--- config.mk ---
export PLATFORM = sky130hd
export DESIGN_NAME = mqtt_packet_deframer
export DESIGN_NICKNAME = d
export VERILOG_FILES = /design/src/sv/mqd_pkg.sv /design/src/sv/mqd_in_stage.sv /design/src/sv/mqd_decode.sv /design/src/sv/mqd_out_stage.sv /design/src/sv/mqtt_packet_deframer.sv
export SDC_FILE = /design/constraint.sdc
export NUM_CORES = 1
export LEC_CHECK = 0
export ABC_AREA = 1
export BUFFER_PORTS_ARGS = -buffer_cell sky130_fd_sc_hd__buf_2
export CORE_MARGIN = 10
export CORE_UTILIZATION = 65
export DETAILED_ROUTE_END_ITERATION = 16
export GPL_ROUTABILITY_DRIVEN = 0
export PLACE_DENSITY_LB_ADDON = 0.05
export SYNTH_ARGS = -nofsm -noshare
export SYNTH_HDL_FRONTEND = slang
export SYNTH_SLANG_ARGS = --single-unit
--- constraint.sdc ---
create_clock -name aclk -period 8.6 [get_ports aclk]
set_input_delay 1.72 -clock aclk [delete_from_list [all_inputs] [get_ports aclk]]
set_output_delay 1.72 -clock aclk [all_outputs]
set_load 0.05 [all_outputs]
--- src/sv/mqd_pkg.sv ---
// shared types and constants for the mqtt packet deframer
`default_nettype none
package mqd_pkg;

    localparam int BYTE_W  = 8;
    localparam int ROLE_W  = 3;
    localparam int NIB_W   = 4;
    localparam int LEN_W   = 28;
    localparam int TLEN_W  = 16;
    localparam int LVL_W   = 4;
    localparam int MINL_W  = 5;

    localparam logic [MINL_W-1:0] MIN_LEVELS_RESET = 5'd3;
    localparam logic [BYTE_W-1:0] RC_UNKNOWN       = 8'hFF;
    localparam logic [BYTE_W-1:0] SLASH_CHAR       = 8'h2F;
    localparam logic [LVL_W-1:0]  LVL_MAX          = 4'hF;

    localparam logic [NIB_W-1:0] PKT_CONNACK = 4'd2;
    localparam logic [NIB_W-1:0] PKT_PUBLISH = 4'd3;

    localparam logic [ROLE_W-1:0] ROLE_TYPE      = 3'd0;
    localparam logic [ROLE_W-1:0] ROLE_LENGTH    = 3'd1;
    localparam logic [ROLE_W-1:0] ROLE_TOPIC_LEN = 3'd2;
    localparam logic [ROLE_W-1:0] ROLE_TOPIC     = 3'd3;
    localparam logic [ROLE_W-1:0] ROLE_PKT_ID    = 3'd4;
    localparam logic [ROLE_W-1:0] ROLE_PAYLOAD   = 3'd5;
    localparam logic [ROLE_W-1:0] ROLE_OTHER     = 3'd6;
    localparam logic [ROLE_W-1:0] ROLE_DROPPED   = 3'd7;

    typedef enum logic [3:0] {
        PH_HEADER = 4'b0001,
        PH_LENGTH = 4'b0010,
        PH_BODY   = 4'b0100,
        PH_HALT   = 4'b1000
    } phase_t;

    typedef struct packed {
        logic [ROLE_W-1:0] role;
        logic [NIB_W-1:0]  packet_type;
        logic [NIB_W-1:0]  header_flags;
        logic [LEN_W-1:0]  body_length;
        logic [LEN_W-1:0]  body_index;
        logic [LVL_W-1:0]  topic_level;
        logic              last_of_packet;
        logic              publish_usable;
        logic [BYTE_W-1:0] connack_code;
        logic              connack_accepted;
        logic              length_error;
    } result_t;

endpackage
`default_nettype wire

--- src/sv/mqd_in_stage.sv ---
// input register stage for received bytes
`default_nettype none
module mqd_in_stage
    import mqd_pkg::*;
(
    input  wire logic              aclk,
    input  wire logic              aresetn,
    input  wire logic              s_valid,
    output logic                   s_ready,
    input  wire logic [BYTE_W-1:0] s_rx_byte,
    input  wire logic              down_ready,
    output logic                   byte_valid,
    output logic [BYTE_W-1:0]      byte_data,
    output logic                   advance
);

    logic              valid_reg;
    logic              valid_next;
    logic [BYTE_W-1:0] data_reg;

    assign advance    = valid_reg && down_ready;
    assign s_ready    = !valid_reg || down_ready;
    assign byte_valid = valid_reg;
    assign byte_data  = data_reg;

    always_comb begin
        valid_next = valid_reg;
        if (s_ready) begin
            valid_next = s_valid;
        end
    end

    always_ff @(posedge aclk) begin
        if (!aresetn) begin
            valid_reg <= 1'b0;
        end else begin
            valid_reg <= valid_next;
        end
    end

    always_ff @(posedge aclk) begin
        if (s_valid && s_ready) begin
            data_reg <= s_rx_byte;
        end
    end

endmodule
`default_nettype wire

--- src/sv/mqd_decode.sv ---
// packet state and per-word tag decode
`default_nettype none
module mqd_decode
    import mqd_pkg::*;
(
    input  wire logic              aclk,
    input  wire logic              aresetn,
    input  wire logic              cfg_valid,
    output logic                   cfg_ready,
    input  wire logic [MINL_W-1:0] cfg_data,
    input  wire logic              advance,
    input  wire logic [BYTE_W-1:0] byte_data,
    output result_t                res
);

    phase_t              phase_reg, phase_next;
    logic [BYTE_W-1:0]   tf_reg, tf_next;
    logic [LEN_W-1:0]    len_reg, len_next;
    logic [1:0]          lcnt_reg, lcnt_next;
    logic [LEN_W-1:0]    pos_reg, pos_next;
    logic [TLEN_W-1:0]   tlen_reg, tlen_next;
    logic [LVL_W-1:0]    slash_reg, slash_next;
    logic [BYTE_W-1:0]   rc_reg, rc_next;
    logic [MINL_W-1:0]   minl_reg;

    logic [LEN_W-1:0]    len_part;
    logic [LEN_W:0]      pos_inc;
    logic [TLEN_W:0]     topic_end;
    logic [TLEN_W+1:0]   id_end;
    logic [1:0]          qos;
    logic [MINL_W-1:0]   levels;
    logic                is_last;

    assign cfg_ready = 1'b1;

    always_comb begin
        unique case (lcnt_reg)
            2'd0: len_part = {21'd0, byte_data[6:0]};
            2'd1: len_part = {14'd0, byte_data[6:0], 7'd0};
            2'd2: len_part = {7'd0, byte_data[6:0], 14'd0};
            2'd3: len_part = {byte_data[6:0], 21'd0};
        endcase
    end

    assign pos_inc   = {1'b0, pos_reg} + {{LEN_W{1'b0}}, 1'b1};
    assign is_last   = pos_inc >= {1'b0, len_reg};
    assign topic_end = {1'b0, tlen_reg} + 17'd2;
    assign qos       = tf_reg[2:1];
    assign id_end    = {1'b0, topic_end} + ((qos != 2'd0) ? 18'd2 : 18'd0);

    always_comb begin
        phase_next = phase_reg;
        tf_next    = tf_reg;
        len_next   = len_reg;
        lcnt_next  = lcnt_reg;
        pos_next   = pos_reg;
        tlen_next  = tlen_reg;
        slash_next = slash_reg;
        rc_next    = rc_reg;
        res        = '0;
        levels     = '0;

        unique case (phase_reg)
            PH_HEADER: begin
                tf_next    = byte_data;
                len_next   = '0;
                lcnt_next  = '0;
                pos_next   = '0;
                tlen_next  = '0;
                slash_next = '0;
                rc_next    = RC_UNKNOWN;
                phase_next = PH_LENGTH;
                res.role   = ROLE_TYPE;
            end
            PH_LENGTH: begin
                res.role = ROLE_LENGTH;
                len_next = len_reg | len_part;
                res.body_length = len_next;
                if (byte_data[7]) begin
                    if (lcnt_reg == 2'd3) begin
                        phase_next = PH_HALT;
                    end else begin
                        lcnt_next = lcnt_reg + 2'd1;
                    end
                end else if (len_next == '0) begin
                    res.last_of_packet = 1'b1;
                    if (tf_reg[7:4] == PKT_CONNACK) begin
                        res.connack_code = RC_UNKNOWN;
                    end
                    phase_next = PH_HEADER;
                end else begin
                    pos_next   = '0;
                    phase_next = PH_BODY;
                end
            end
            PH_BODY: begin
                res.body_length = len_reg;
                res.body_index  = pos_reg;
                if (tf_reg[7:4] == PKT_PUBLISH) begin
                    if (pos_reg == '0) begin
                        tlen_next = {byte_data, 8'd0};
                        res.role  = ROLE_TOPIC_LEN;
                    end else if (pos_reg == 28'd1) begin
                        tlen_next = {tlen_reg[15:8], byte_data};
                        res.role  = ROLE_TOPIC_LEN;
                    end else if (pos_reg < {11'd0, topic_end}) begin
                        res.role = ROLE_TOPIC;
                        if (byte_data == SLASH_CHAR && slash_reg != LVL_MAX) begin
                            slash_next = slash_reg + 4'd1;
                        end
                    end else if (pos_reg < {10'd0, id_end}) begin
                        res.role = ROLE_PKT_ID;
                    end else begin
                        res.role = ROLE_PAYLOAD;
                    end
                end else begin
                    res.role = ROLE_OTHER;
                    if (tf_reg[7:4] == PKT_CONNACK && pos_reg == 28'd1) begin
                        rc_next = byte_data;
                    end
                end
                levels = {1'b0, slash_next} + 5'd1;
                if (is_last) begin
                    res.last_of_packet = 1'b1;
                    if (tf_reg[7:4] == PKT_CONNACK) begin
                        res.connack_code     = rc_next;
                        res.connack_accepted = (rc_next == '0);
                    end else if (tf_reg[7:4] == PKT_PUBLISH) begin
                        res.publish_usable = (res.role == ROLE_PAYLOAD) &&
                                             (levels >= minl_reg);
                    end
                    phase_next = PH_HEADER;
                end else begin
                    pos_next = pos_inc[LEN_W-1:0];
                end
            end
            PH_HALT: begin
                res.role = ROLE_DROPPED;
            end
            default: begin
                phase_next = PH_HALT;
                res.role   = ROLE_DROPPED;
            end
        endcase

        if (phase_reg != PH_HALT) begin
            res.packet_type  = tf_next[7:4];
            res.header_flags = tf_next[3:0];
            res.topic_level  = (tf_next[7:4] == PKT_PUBLISH) ? slash_next : '0;
        end
        res.length_error = (phase_next == PH_HALT);
    end

    always_ff @(posedge aclk) begin
        if (!aresetn) begin
            phase_reg <= PH_HEADER;
            tf_reg    <= '0;
            len_reg   <= '0;
            lcnt_reg  <= '0;
            pos_reg   <= '0;
            tlen_reg  <= '0;
            slash_reg <= '0;
            rc_reg    <= RC_UNKNOWN;
        end else if (advance) begin
            phase_reg <= phase_next;
            tf_reg    <= tf_next;
            len_reg   <= len_next;
            lcnt_reg  <= lcnt_next;
            pos_reg   <= pos_next;
            tlen_reg  <= tlen_next;
            slash_reg <= slash_next;
            rc_reg    <= rc_next;
        end
    end

    always_ff @(posedge aclk) begin
        if (!aresetn) begin
            minl_reg <= MIN_LEVELS_RESET;
        end else if (cfg_valid) begin
            minl_reg <= cfg_data;
        end
    end

endmodule
`default_nettype wire

--- src/sv/mqd_out_stage.sv ---
// result register toward the tag output channel
`default_nettype none
module mqd_out_stage
    import mqd_pkg::*;
(
    input  wire logic    aclk,
    input  wire logic    aresetn,
    input  wire logic    load,
    input  wire result_t res_in,
    output logic         up_ready,
    output logic         m_valid,
    input  wire logic    m_ready,
    output result_t      res_out
);

    logic    valid_reg;
    logic    valid_next;
    result_t res_reg;

    assign up_ready = !valid_reg || m_ready;
    assign m_valid  = valid_reg;
    assign res_out  = res_reg;

    always_comb begin
        valid_next = valid_reg;
        if (up_ready) begin
            valid_next = load;
        end
    end

    always_ff @(posedge aclk) begin
        if (!aresetn) begin
            valid_reg <= 1'b0;
        end else begin
            valid_reg <= valid_next;
        end
    end

    always_ff @(posedge aclk) begin
        if (load) begin
            res_reg <= res_in;
        end
    end

endmodule
`default_nettype wire

--- src/sv/mqtt_packet_deframer.sv ---
// top level of the mqtt packet deframer
//
// channel   direction  handshake              word
// s_        in         s_valid / s_ready      s_rx_byte, one stream byte
// m_        out        m_valid / m_ready      byte tag and packet fields
// cfg_      in         cfg_valid / cfg_ready  cfg_data, min topic levels
//
// one byte per cycle sustained while m_ready stays high; a byte reaches m_
// through the input register, then decode into the result register
// aresetn is synchronous; reset clears the packet state and the sticky error
// a stall on m_ready holds the result register and backs up into s_ready
`default_nettype none
module mqtt_packet_deframer
    import mqd_pkg::*;
(
    input  wire logic              aclk,
    input  wire logic              aresetn,
    input  wire logic              s_valid,
    output logic                   s_ready,
    input  wire logic [BYTE_W-1:0] s_rx_byte,
    input  wire logic              cfg_valid,
    output logic                   cfg_ready,
    input  wire logic [MINL_W-1:0] cfg_data,
    output logic                   m_valid,
    input  wire logic              m_ready,
    output logic [ROLE_W-1:0]      m_role,
    output logic [NIB_W-1:0]       m_packet_type,
    output logic [NIB_W-1:0]       m_header_flags,
    output logic [LEN_W-1:0]       m_body_length,
    output logic [LEN_W-1:0]       m_body_index,
    output logic [LVL_W-1:0]       m_topic_level,
    output logic                   m_last_of_packet,
    output logic                   m_publish_usable,
    output logic [BYTE_W-1:0]      m_connack_code,
    output logic                   m_connack_accepted,
    output logic                   m_length_error
);

    logic              down_ready;
    logic              byte_valid;
    logic [BYTE_W-1:0] byte_data;
    logic              advance;
    result_t           res_dec;
    result_t           res_out;

    mqd_in_stage u_in (
        .aclk       (aclk),
        .aresetn    (aresetn),
        .s_valid    (s_valid),
        .s_ready    (s_ready),
        .s_rx_byte  (s_rx_byte),
        .down_ready (down_ready),
        .byte_valid (byte_valid),
        .byte_data  (byte_data),
        .advance    (advance)
    );

    mqd_decode u_dec (
        .aclk      (aclk),
        .aresetn   (aresetn),
        .cfg_valid (cfg_valid),
        .cfg_ready (cfg_ready),
        .cfg_data  (cfg_data),
        .advance   (advance),
        .byte_data (byte_data),
        .res       (res_dec)
    );

    mqd_out_stage u_out (
        .aclk     (aclk),
        .aresetn  (aresetn),
        .load     (byte_valid && down_ready),
        .res_in   (res_dec),
        .up_ready (down_ready),
        .m_valid  (m_valid),
        .m_ready  (m_ready),
        .res_out  (res_out)
    );

    assign m_role             = res_out.role;
    assign m_packet_type      = res_out.packet_type;
    assign m_header_flags     = res_out.header_flags;
    assign m_body_length      = res_out.body_length;
    assign m_body_index       = res_out.body_index;
    assign m_topic_level      = res_out.topic_level;
    assign m_last_of_packet   = res_out.last_of_packet;
    assign m_publish_usable   = res_out.publish_usable;
    assign m_connack_code     = res_out.connack_code;
    assign m_connack_accepted = res_out.connack_accepted;
    assign m_length_error     = res_out.length_error;

endmodule
`default_nettype wire

==> flow_summary.ini, run 1 <==
[timing]
rsz0062_at_grt = false
drv_slew = 0
tightest_slew_ps = 1030
finClkSkew_ps = 14.0
final_hold_viol_count = 0
fmax_mhz = 227
fin_crit_ps = 4400
setup_viol = 0
tns_ps = 0
fin_crit_sh = 0.512
slew_headroom = 0.308

[run]
maxCapViolCount = 0

[yosys]
ys_seq_area_frac = 0.419
synth_top_area_cell = edfxtp_1
synth_top_area_frac = 0.237
synthCells = 1441
ys_top_cells_by_area = edfxtp_1 (24%), dfxtp_1 (18%), ha_1 (8.3%)
ys_types = 51
netlist_area_mm2 = 0.0115
yosysWarnings = 0
ys_ff_latch = 196
syn_avg_cell_area_um2 = 8.00

[critical_path]
crit_path_frequent_cell = nand2_1
crit_type = flip-flop to flip-flop
endpoint_kind = flip-flop
cpPeakStageDelay_ps = 380
arrival_ps = 4670
cp.required_ps = 8870
crit_fanout = 6
cp_slowest_cell = dfxtp_1
cp-start-kind = flip-flop

[power_and_ir_drop]
ir_worst_vdd_mv = 0.147
finalPower_uw = 2080
p_leak_uw = 0.00528
p_per_area_mw_per_mm2 = 164

[cts]
cts_hold_buf = 0
numCtsBuffers = 17
cts_buffer_depth = 2
clock-sinks = 196
postCtsSetupRepairBufs = 0
htree_levels = 4
clk_latency_ps = 460
cts_tree = done
cts_root_buf = clkbuf_16
cts_resized = 0
path_clk_slew_ps = 70

[routing]
drt_first_pass_iters = 6
drt-vias-per-instance = 5.91
vias = 10400
drc = 0
route.detailed.wl_per_inst_um = 17.5
drt-initial-drc-count = 1155
ant_nets = 0
drt-total-wl_mm = 30.7

[worst_hold_path]
hold_path_class = flip-flop to flip-flop

[global_routing]
grt.total_usage = 0.255
grt_pass1_wl_mm = 49.7
grt_max_degree = 85
antenna_found_initial = 0
grt_pass1_vias = 9708
grt-ovfl-total = 0

[placed_design]
place_hpwl_mm = 21.9
port_buffers = 102

[layout]
seqCellArea_mm2 = 0.00483
diodes = 0
final_nets = 1609
multiInputGateArea_mm2 = 0.00566
largest_register_ffs = 83
area_growth_pct = 9.94
nFillCells = 1403
drive_above_1_share = 0.136

[floorplan]
dieArea_mm2 = 0.0235
die_w_um = 153
start_util = 0.664
coreArea_mm2 = 0.0174
die_h_um = 153
rows = 48
io_pins = 104

[outcome]
outcome = completed
kinds of logic (layout without fill, tap and decap cells):
logic type | after synthesis | in the layout | share of synthesized area
xor+xnor | 40 | 40 | 0.0304
other cells | 1 | 2 | 0.000325
simple gates | 597 | 597 | 0.245
fa+ha+maj | 76 | 76 | 0.0825
buf+inv | 257 | 343 | 0.0900
flops | 196 | 196 | 0.419
compound gates | 274 | 274 | 0.132
stage by stage:
stage / setup WS, ps / hold slack, ps / area [um2] / util / instances
finish: 4200 / 464 / 12700 / 0.730 / 1753
global route: 3690 / 481 / 12700 / 0.730 / 1753
CTS: 4230 / 463 / 12700 / 0.730 / 1753
detailed placement: 4280 / 452 / 12100 / 0.696 / 1721
global placement: 4280 / 448 / 12100 / 0.696 / 1721
floorplan: 3330 / 435 / 11500 / - / 1442
layout make-up:
| cell class | instances | area share |
|---|---|---|
| clock buffer | 19 | 0.0350 |
| clock inverter | 13 | 0.0113 |
| inverter | 205 | 0.0609 |
| multi-input combinational | 989 | 0.446 |
| sequential | 196 | 0.382 |
| tap | 225 | 0.0222 |
| timing repair buffer | 106 | 0.0427 |
worst max-delay path: cells and delay by family, from the launching register on:
kind	cells	cell delay [ps]
AOI/OAI and AO/OA	6	870
xor gates and xnor gates	1	140
adders and majority gates	3	830
buffers and inverters	4	380
DFF	1	380
and+or+nand+nor	12	1610
placed cells by master, fill, tap and decap left out, types with 13 or more instances in the layout:
| master | Yosys | routed |
|---|---|---|
| nand3_1 | 71 | 71 |
| inv_1 | 198 | 196 |
| nor3_1 | 23 | 23 |
| dfxtp_1 | 105 | 105 |
| o21ai_0 | 80 | 80 |
| a21oi_1 | 127 | 127 |
| edfxtp_1 | 91 | 91 |
| buf_2 | 4 | 102 |
| ha_1 | 76 | 76 |
| nand2_1 | 253 | 253 |
| nor2_1 | 136 | 136 |
| nand4_1 | 46 | 46 |
| xor2_1 | 36 | 36 |
| a21oi_2 | 15 | 15 |
| clkbuf_16 | 0 | 17 |
| o22ai_1 | 19 | 19 |
| nand3_2 | 19 | 19 |
| nor4_1 | 13 | 13 |
where the power goes:
| part | switching, uW | internal [uW] | total, uW | leakage, uW |
|---|---|---|---|---|
| clock | 385 | 419 | 804 | 0.000288 |
| sequential | 20.2 | 1010 | 1030 | 0.00170 |
| combinational | 194 | 52.9 | 246 | 0.00330 |
| total | 599 | 1480 | 2080 | 0.00528 |
final timing paths:
path | to | cells after the start | slack [ps] | start
max | u_out.res_out[10]$_SDFFCE_PP0P_ | 26 | 4200 | u_dec.tlen_reg[1]$_SDFFE_PN0P_
min | u_dec.len_reg[12]$_SDFFE_PN0P_ | 2 | 460 | u_dec.len_reg[12]$_SDFFE_PN0P_
max reg2reg | u_out.res_out[10]$_SDFFCE_PP0P_ | 26 | 4200 | u_dec.tlen_reg[1]$_SDFFE_PN0P_
min reg2reg | u_dec.len_reg[12]$_SDFFE_PN0P_ | 2 | 460 | u_dec.len_reg[12]$_SDFFE_PN0P_
Yosys cell counts (all sizes together):
master     n
o21a       2
o21bai     4
o221ai     1
nand4     47
xor2      36
a21oi    142
conb       1
a211oi     3
or2        3
buf       17
o31ai      2
o2111ai    1
dfxtp    105
a31oi      5
o22ai     19
o221a      1
o21ai     84
o211ai     8
o31a       1
nor2     147
clkbuf    35
nand3     91
ha        76
nor4      14
nor3      30
edfxtp    91
xnor2      4
a2111oi    1
nand2    257
inv      205
nand3b     7
and2       1
metal layers:
layer,vias to the layer above,GRT usage,part of all wire
met3,66,0.0460,0.083
li1,5004,-,-
met2,483,0.428,0.48
met5,-,0,0
met4,0,0.0890,0.026
met1,4804,0.323,0.41
Note: power is estimated with default switching activity, not from simulation.
==> run 2: changes to the inputs <==
- CORE_UTILIZATION: 65 -> 60
- clock period: 8.6 -> 4.3 ns (I/O delays scaled with it)
==> flow_summary.ini, run 2 (synthesis gave the netlist of run 1 again) <==
[timing]
finClkSkew_ps = 12.6
fin_crit_ps = 4100
setup_viol = 0
slew_headroom = 0.339
tightest_slew_ps = 983
fmax_mhz = 244
final_hold_viol_count = 0
setup_slack_ps = 199
tns_ps = 0
fin_crit_sh = 0.954
drv_slew = 0
rsz0062_at_grt = true

[global_routing]
grt.total_usage = 0.247
grt_pass1_wl_mm = 49.0
grt_pass1_vias = 9542
antenna_found_initial = 0
grt-ovfl-total = 0
grt_max_degree = 84

[cts]
clk_latency_ps = 450
cts_hold_buf = 0
path_clk_slew_ps = 70
numCtsBuffers = 17
cts_buffer_depth = 2
clock-sinks = 196
cts_root_buf = clkbuf_16
htree_levels = 4
cts_tree = done

[critical_path]
cp.required_ps = 4490
crit_path_frequent_cell = nand2_1
r2r-end = u_out.res_out[10]$_SDFFCE_PP0P_
cp_slowest_cell = dfxtp_2
r2r_cells = 29
cp-start-kind = flip-flop
critPathTopFamily = simple AND/OR/NAND/NOR gates
r2r_start = u_dec.tlen_reg[1]$_SDFFE_PN0P_
cpPeakStageDelay_ps = 360
critPathBufInv = 4
r2r_slack_ps = 200
crit_fanout = 5
crit_type = flip-flop to flip-flop
endpoint_kind = flip-flop
arrival_ps = 4300

[layout]
postLayoutCoreUtil = 0.692
layout.cells.most_common = nand2_1
final_nets = 1641
largest_register_ffs = 83
final_cell_mix = nand2_1 (250), inv_1 (194), nor2_1 (131)
drive_above_1_share = 0.165
diodes = 0
final_area_mm2 = 0.0130
area_growth_pct = 13.1

[placed_design]
post-place-ws_ps = 154
place_area_mm2 = 0.0123
port_buffers = 102
place_hpwl_mm = 22.5

[routing]
wl_met3_mm = 2.58
ant_nets = 0
drt-met1-wl_mm = 12.9
met2_length_mm = 14.9
vias = 10200
drt-total-wl_mm = 31.4
drt-initial-drc-count = 1122
drc = 0
topRoutingLayerUsed = met4
route.detailed.wl_per_inst_um = 17.2
drt-vias-per-instance = 5.63
drt_first_pass_iters = 8

[power_and_ir_drop]
p_leak_uw = 0.00545
finalPower_uw = 4150
p_per_area_mw_per_mm2 = 318
ir_worst_vdd_mv = 0.271

[floorplan]
rows = 50
dieArea_mm2 = 0.0252
die_h_um = 159
die_w_um = 159
coreArea_mm2 = 0.0188
io_pins = 104
start_util = 0.612

[outcome]
outcome = completed

[worst_hold_path]
hold_path_class = flip-flop to flip-flop
hold_path_startpoint = u_dec.minl_reg[4]$_SDFFE_PN0P_
hold_depth = 2
holdPathEnd = u_dec.minl_reg[4]$_SDFFE_PN0P_

[run]
maxCapViolCount = 0
run 2: routing by layer:
| metal | GRT usage | up-vias |
|---|---|---|
| li1 | - | 5062 |
| met1 | 0.310 | 4701 |
| met2 | 0.411 | 412 |
| met3 | 0.0521 | 73 |
| met4 | 0.0895 | 0 |
| met5 | 0 | - |
run 2: final cells by class:
class | instances | area [um2]
clock buffer | 18 | 429
multi-input combinational | 990 | 5730
fill | 1544 | 5790
tap | 260 | 325
sequential | 196 | 4840
timing repair buffer | 137 | 798
clock inverter | 14 | 145
inverter | 205 | 772
run 2: worst max path at each step:
stage	depth (start not counted)	startpoint	slack [ps]	to
4_1_cts	29	u_dec.tlen_reg[1]$_SDFFE_PN0P_	140	u_out.res_out[10]$_SDFFCE_PP0P_
5_1_grt	29	u_dec.tlen_reg[1]$_SDFFE_PN0P_	-90	u_out.res_out[10]$_SDFFCE_PP0P_
2_1_floorplan	28	u_dec.tlen_reg[1]$_SDFFE_PN0P_	530	u_out.res_out[10]$_SDFFCE_PP0P_
6_report	29	u_dec.tlen_reg[1]$_SDFFE_PN0P_	200	u_out.res_out[10]$_SDFFCE_PP0P_
3_3_place_gp	29	u_dec.tlen_reg[1]$_SDFFE_PN0P_	250	u_out.res_out[10]$_SDFFCE_PP0P_
3_5_place_dp	29	u_dec.tlen_reg[1]$_SDFFE_PN0P_	150	u_out.res_out[10]$_SDFFCE_PP0P_
run 2: timing repair:
action                                 4_1_cts  5_1_grt
endpoints found under the hold margin        0        0
setup buffers                                0       12
setup endpoints to repair                    0       38
gates resized for setup                      0       28
run 2: stage by stage:
stage / hold slack, ps / instances
floorplan: 435 / 1442
global placement: 448 / 1775
detailed placement: 456 / 1775
CTS: 467 / 1807
global route: 480 / 1820
finish: 465 / 1820
run 2: tightest hold or removal path, delay by kind of cell (launching register included):
kind,cells,cell delay [ps]
buffers and inverters,1,60
flip-flops,1,300
AO/OA/AOI/OAI,1,60
run 2: report_power, final:
part / switching (uW) / internal, uW
Combinational: 396 / 114
Sequential: 37.7 / 2020
Clock: 760 / 819
==> run 3: changes to the inputs <==
- CORE_ASPECT_RATIO: unset -> 1.1
- GPL_TIMING_DRIVEN: unset -> 0
==> flow_summary.ini, run 3 (synthesis gave the netlist of run 1 again) <==
[placed_design]
placed_cells = 1792
port_buffers = 102
post-place-ws_ps = -117
place_hpwl_mm = 25.1

[routing]
drt-vias-per-instance = 5.78
drt-initial-drc-count = 887
drt-total-wl_mm = 33.0
drt_first_pass_iters = 6
ant_nets = 0
drc = 0
route.detailed.wl_per_inst_um = 18.0
vias = 10600

[timing]
fmax_mhz = 242
drv_slew = 0
final_hold_viol_count = 0
fin_crit_ps = 4130
fin_crit_sh = 0.961
tns_ps = 0
tightest_slew_ps = 1060
finClkSkew_ps = 13.5
setup_viol = 0
setup_slack_ps = 168
slew_headroom = 0.291

[layout]
layout.cells.non_filler = 1834
final_nets = 1668
nFillCells = 1555
seqCellArea_mm2 = 0.00484
final_cell_mix = nand2_1 (247), inv_1 (196), nor2_1 (133)
multiInputGateArea_mm2 = 0.00577
layout.cells.most_common = nand2_1
largest_register_ffs = 83
diodes = 0
drive_above_1_share = 0.160
area_growth_pct = 14.2

[cts]
clk_latency_ps = 440
htree_levels = 4
cts_hold_buf = 0
cts_root_buf = clkbuf_16
cts_buffer_depth = 2
cts_tree = done
path_clk_slew_ps = 70
clock-sinks = 196
numCtsBuffers = 17

[power_and_ir_drop]
ir_worst_vdd_mv = 0.339
p_clk_frac = 0.389
comb_power_share = 0.126
p_int_uw = 3030
power.net_switching_uw = 1220
power_frac_seq = 0.485
swShare = 0.287
p_leak_uw = 0.00548
p_per_area_mw_per_mm2 = 323

[critical_path]
crit_type = flip-flop to flip-flop
cp-start-kind = flip-flop
endpoint_kind = flip-flop
arrival_ps = 4500
cp.required_ps = 4660
crit_fanout = 10

[outcome]
outcome = completed

[floorplan]
die_h_um = 165
die_w_um = 152
rows = 53
io_pins = 104
start_util = 0.606
coreArea_mm2 = 0.0190
dieArea_mm2 = 0.0252

[global_routing]
grt_pass1_wl_mm = 51.3
grt_pass1_vias = 9790
grt.total_usage = 0.253
grt_max_degree = 50
antenna_found_initial = 0
grt-ovfl-total = 0

[run]
maxCapViolCount = 0

[worst_hold_path]
hold_path_class = flip-flop to flip-flop
==> run 3: cell types whose count changed in the layout (fill, tap and decap cells not counted), sizes merged <==
cell,before,now
clkinv,7,5
bufinv,1,2
buf,137,129
clkbuf,18,53
inv,211,212
==> run 3: cell type report <==
class	instances	share of cell area
sequential	196	0.368
tap	247	0.0235
clock buffer	18	0.0326
timing repair buffer	112	0.0460
buffer	52	0.0206
clock inverter	14	0.0127
inverter	205	0.0585
multi-input combinational	990	0.438
==> run 3: final timing paths <==
path	from	endpoint	slack, ps	cells after the start
max	u_dec.pos_reg[1]$_SDFFE_PN0P_	u_dec.pos_reg[9]$_SDFFE_PN0P_	170	24
min	u_dec.len_reg[8]$_SDFFE_PN0P_	u_dec.len_reg[8]$_SDFFE_PN0P_	470	2
max reg2reg	u_dec.pos_reg[1]$_SDFFE_PN0P_	u_dec.pos_reg[9]$_SDFFE_PN0P_	170	24
min reg2reg	u_dec.len_reg[8]$_SDFFE_PN0P_	u_dec.len_reg[8]$_SDFFE_PN0P_	470	2
==> run 3: worst max-delay path, cell delays in order (launching register included) <==
cell      delay (ps)
dfxtp_2          410
ha_1             190
nand2_1          110
nor2_4           200
nand3_2          160
nor3_4           230
nand2_1          130
nor2_2           160
nand3_1          130
nor2_1           140
nand4_1          110
xor2_1           160
inv_1            100
ha_1             320
nand2_1           60
inv_1             60
nand3_2           80
or2_4            240
nand3b_1         200
nand3_4          160
nand2_4          130
nand2_4          150
buf_4            190
nand2_1           80
a21oi_2          140
==> run 3: power by group through the flow <==
| stage | logic [uW] | registers, uW | clock network (uW) |
|---|---|---|---|
| 2_1_floorplan | 237 | 2230 | 0 |
| 6_report | 536 | 2060 | 1650 |
| 4_1_cts | 526 | 2060 | 1660 |
| 3_5_place_dp | 520 | 2100 | 0 |
| 3_3_place_gp | 511 | 2100 | 0 |
| 5_1_grt | 582 | 2060 | 1730 |
==> run 3: stage by stage <==
step	utilization	power, uW	hold slack [ps]	instance area, um2
final	0.691	4240	465	13200
after detailed placement	0.650	2620	452	12400
after CTS	0.683	4240	464	13000
after floorplan	-	2470	435	11500
after global placement	0.649	2610	448	12300
after global routing	0.691	4380	476	13200
==> run 3: per-layer routing <==
metal | part of all wire | vias up | wire (um) | GRT usage
met3 | 0.085 | 93 | 2810 | 0.0609
met5 | 0 | - | 0 | 0
met4 | 0.038 | 0 | 1260 | 0.109
li1 | - | 5121 | - | -
met1 | 0.40 | 4871 | 13300 | 0.305
met2 | 0.47 | 522 | 15700 | 0.426
==> run 3: what timing repair did <==
item / CTS / global route
pin swaps: 0 / 10
gates resized for setup: 6 / 32
buffers inserted: 0 / 9
cloned: 0 / 1
setup endpoints to repair: 30 / 38
